<file path="config.mk">
export PLATFORM = sky130hd
export DESIGN_NAME = mse_cell
export DESIGN_NICKNAME = d
export VERILOG_FILES = /design/src/rtl/mse_pkg.sv /design/src/rtl/mse_cell.sv
export SDC_FILE = /design/constraint.sdc
export NUM_CORES = 1
export LEC_CHECK = 0
export BUFFER_PORTS_ARGS = -buffer_cell sky130_fd_sc_hd__buf_2
export CORE_ASPECT_RATIO = 0.6
export CORE_MARGIN = 4
export CORE_UTILIZATION = 49
export DETAILED_ROUTE_END_ITERATION = 8
export PLACE_DENSITY = 0.95
export SLEW_MARGIN = 30
export SYNTH_ARGS = -nofsm -noshare
export SYNTH_HDL_FRONTEND = slang
export SYNTH_SLANG_ARGS = --single-unit
</file>
<file path="constraint.sdc">
create_clock -name clk -period 6.1 [get_ports clk]
set_input_delay 1.525 -clock clk [delete_from_list [all_inputs] [get_ports clk]]
set_output_delay 1.525 -clock clk [all_outputs]
set_load 0.005 [all_outputs]
</file>
<file path="src/rtl/mse_pkg.sv">
// Shared types and constants for the merge sort engine.
// No dependencies; imported by mse_cell and merge_sort_engine_top.
`default_nettype none
package mse_pkg;

  localparam int DW = 32;

  typedef struct packed {
    logic                 valid;
    logic                 gt;
    logic signed [DW-1:0] data;
  } link_t;

  typedef struct packed {
    logic ins;
    logic shl;
  } cell_ctl_t;

  typedef enum logic [1:0] {
    S_LOAD  = 2'b01,
    S_DRAIN = 2'b10
  } state_t;

endpackage
`default_nettype wire

</file>
<file path="src/rtl/mse_cell.sv">
// One sorting cell: holds one element, inserts in order, shifts toward the head.
// Depends on mse_pkg.
`default_nettype none
module mse_cell (
  input  wire logic                         clk,
  input  wire logic                         rst,
  input  wire mse_pkg::cell_ctl_t           ctl,
  input  wire logic signed [mse_pkg::DW-1:0] new_value,
  input  wire mse_pkg::link_t               left,
  input  wire mse_pkg::link_t               right,
  output mse_pkg::link_t                    own
);
  import mse_pkg::*;

  logic                 valid;
  logic signed [DW-1:0] data;
  logic                 gt;
  logic                 take;

  assign gt   = valid && (data > new_value);
  assign take = gt || (!valid && left.valid);

  assign own.valid = valid;
  assign own.gt    = gt;
  assign own.data  = data;

  always_ff @(posedge clk) begin
    if (rst) begin
      valid <= 1'b0;
    end else if (ctl.shl) begin
      valid <= right.valid;
    end else if (ctl.ins && take) begin
      valid <= 1'b1;
    end
  end

  always_ff @(posedge clk) begin
    if (ctl.shl) begin
      data <= right.data;
    end else if (ctl.ins && take) begin
      data <= left.gt ? left.data : new_value;
    end
  end

endmodule
`default_nettype wire

</file>
==> results.md <==
* Status: completed
* Setup Viol. Count Final at 0
* Cells after Synth at 271
* Synth-to-layout area growth at 31.8%
* Cell Pwr Density at 197 mW/mm^2
* First-pass GRT wire length at 10900 um
* Relative slew slack at 35.2%
* Post-synth top area share at 37.7%
* WP data arrival at 3440 ps
* Largest net degree at the start of global routing at 68
* Vias/cell at 5.27
* Die width at 101 um
* Placed wire-length estimate at 5800 um
* Initial antenna violation count at 0
* Final min period at around 5000 ps
* Num CTS Buffers at 5
* Max-cap violations at 0
* Synth area leaders: edfxtp_1 38%, ha_1 16%, mux2i_1 13%, o21ai_0 7.3%, nand2_1 6.3%
* Share of the cycle needed by the critical path after routing at 81.4%
* Syn_area_per_cell at 9.40 sq um
* Post CTS Setup Buffer Count at 0
* Final Max Slew Viols at 0
* Crit Path Class: input pin to output port
* CP Launch Point: new_value[23]
* Nets at ~540
* Worst hold slack at 566 ps
* Crit path buffers/inverters at 3
* Clock Skews at 3.42 ps
* Remaining Overflow, GRT at 0
* Routability congestion estimate at 0.786
* Synth async-reset ratio at 0%
* Crit path to: own[32]
* CTS tree: yes
* Reg-to-reg critical path endpoint: data[14]
* Worst-path cell chain: buf_2 -> inv_1 -> ha_1 -> nand4_1 -> nor3_1 -> nand2_1 -> a31oi_1 -> o21ai_0 -> a21boi_1 -> buf_2
* CP Max Fanout at 3
* Gr usage total at 20.8%
* Num ports at roughly 140
* Synth Cell Area at 0.00255 sq mm
* Worst vdd ir at roughly 0.00015 V
* R2R setup slack at 3010 ps
* Count leader, synth: nand2_1
* Hold Vio Cnt, Final at 0
* RSZ-0062 raised after global routing: no
* Chip Height at 63.8 um
* Root Driver: clkbuf_8
* Synth warn at 0
* Post-route ant nets at 0
* R2r startpoint: data[23]
* # hold bufs at CTS at 0
* Proportion of layout cells with a drive suffix above 1 at 37.2%
* Slowest CP cell: nor3_1
* Num Clock Sinks at 33
* Largest area contributor in the netlist: edfxtp_1
* Bufs on Longest Clock Path at 2
* Routed len/inst at approximately 15 um
* CP delay by family, top: simple AND/OR/NAND/NOR gates
* Most common cell on crit path: buf_2
* Clock latency on the worst-skew pair at around 280 ps
* I/O Buffers at 136
* Drt first pass iters at 4
* Setup TNS at 0 ps
* Worst setup SP type: input pin
* Post_cts resized at 0
* Main synth FF type: edfxtp_1
* Layout fillers at around 400
* Starting DRC count in detailed routing at 62
* Max Fclk at just over 200 MHz
* Number of global-route vias before repair at between 2000 and 2500
* Rows at 19
* Synth Register Bits at 33
* Number of synthesized flops with an enable pin at 32
* Most common library cells after synthesis: 43 x nand2_1, 37 x o21ai_0, 34 x inv_1
* Die Footprint at between 0.006 and 0.007 sq mm
* H-tree depth at 2
* Final WL at 7040 um
* Initial Util at 53.0%
* Util after Layout at 69.9%
* Via count at 2455
* Worst slew pin tran at ~970 ps
* Max stage delay on crit path at 460 ps
* Multi-input gate area at ~0.0014 sq mm
* Worst Setup End Kind: output port
* Seq/Total Area, Yosys at between 30% and 40%
* Critical path depth at 10
* Worst Reg-to-Reg Cells at 8
* DR DRC count at 0
* Mapped Nets at 407
* Yosys cell types at 32
* Core Footprint at slightly below 0.005 sq mm
* Hold WC Path Type: register to register
* P_leak at ~0.0018 uW
* Flip-flop and latch area at 981 sq um
* Ant. Diodes at 0
* Required time of the critical path at 4580 ps
* Clock-pin slew on the worst setup and hold paths at around 70 ps
worst min path at each step:
| stage | to | startpoint | slack, ps | cells past startpoint |
|---|---|---|---|---|
| after floorplan | valid | valid | 520 | 2 |
| after global placement | valid | valid | 540 | 2 |
| after detailed placement | valid | valid | 560 | 2 |
| after CTS | valid | valid | 570 | 2 |
| after global routing | valid | valid | 650 | 2 |
| final | valid | valid | 570 | 2 |
sequential cells by signal, indices dropped and copies added (netlist names):
name / cells
valid: 1
data: 32
routing by layer:
metal / share of wire [%] / up-vias / track usage, %
met2: 47 / 107 / 35.4
met4: 0.57 / 0 / 3.32
met1: 43 / 1112 / 26.9
met3: 9.2 / 6 / 5.98
li1: - / 1230 / -
met5: 0 / - / 0
power breakdown:
group	internal (uW)	switching (uW)
Clock	102	78.8
Combinational	89.2	99.6
Sequential	280	13.0
Total	471	191
final cells by class:
| cell class | instances | share of cell area, % |
|---|---|---|
| sequential | 33 | 29.2 |
| clock inverter | 1 | 0.149 |
| multi-input combinational | 191 | 41.0 |
| tap | 63 | 2.35 |
| inverter | 34 | 3.80 |
| clock buffer | 7 | 2.87 |
| timing repair buffer | 137 | 20.6 |
cell families after synthesis:
logic type | share of synthesized area [%]
AO/OA/AOI/OAI | 14.0
buffers and inverters | 7.37
adder cells (fa/ha/maj) | 15.7
multiplexers | 12.6
AND/OR/NAND/NOR | 11.8
flip-flops | 38.5
worst register-to-register path: stages, from the launching register on:
cell	delay [ps]
edfxtp_1	380
ha_1	330
nand4_1	150
nor3_1	460
a31oi_1	210
and3_4	230
a211oi_2	200
nand2_1	440
buf_4	410
placed cells by master, fill, tap and decap left out, types with 2 or more instances in the layout:
master,instances
a21oi_1,13
a31oi_1,2
buf_2,135
buf_4,2
clkbuf_8,7
edfxtp_1,32
ha_1,32
inv_1,34
mux2i_1,32
nand2_1,43
nand3_1,2
nand4_1,6
nor2_1,5
nor3_1,2
o211ai_1,2
o21ai_0,37
metrics by stage:
step                instance area [sq um]  setup WS, ps  total power, uW  std cells
finish                               3360          1140              662        466
global placement                     3250          1250              474        458
CTS                                  3350          1160              667        466
detailed placement                   3250          1170              487        458
floorplan                            2550          1580              399        271
global route                         3360           935              701        466
(Power assumes the default switching activity.)
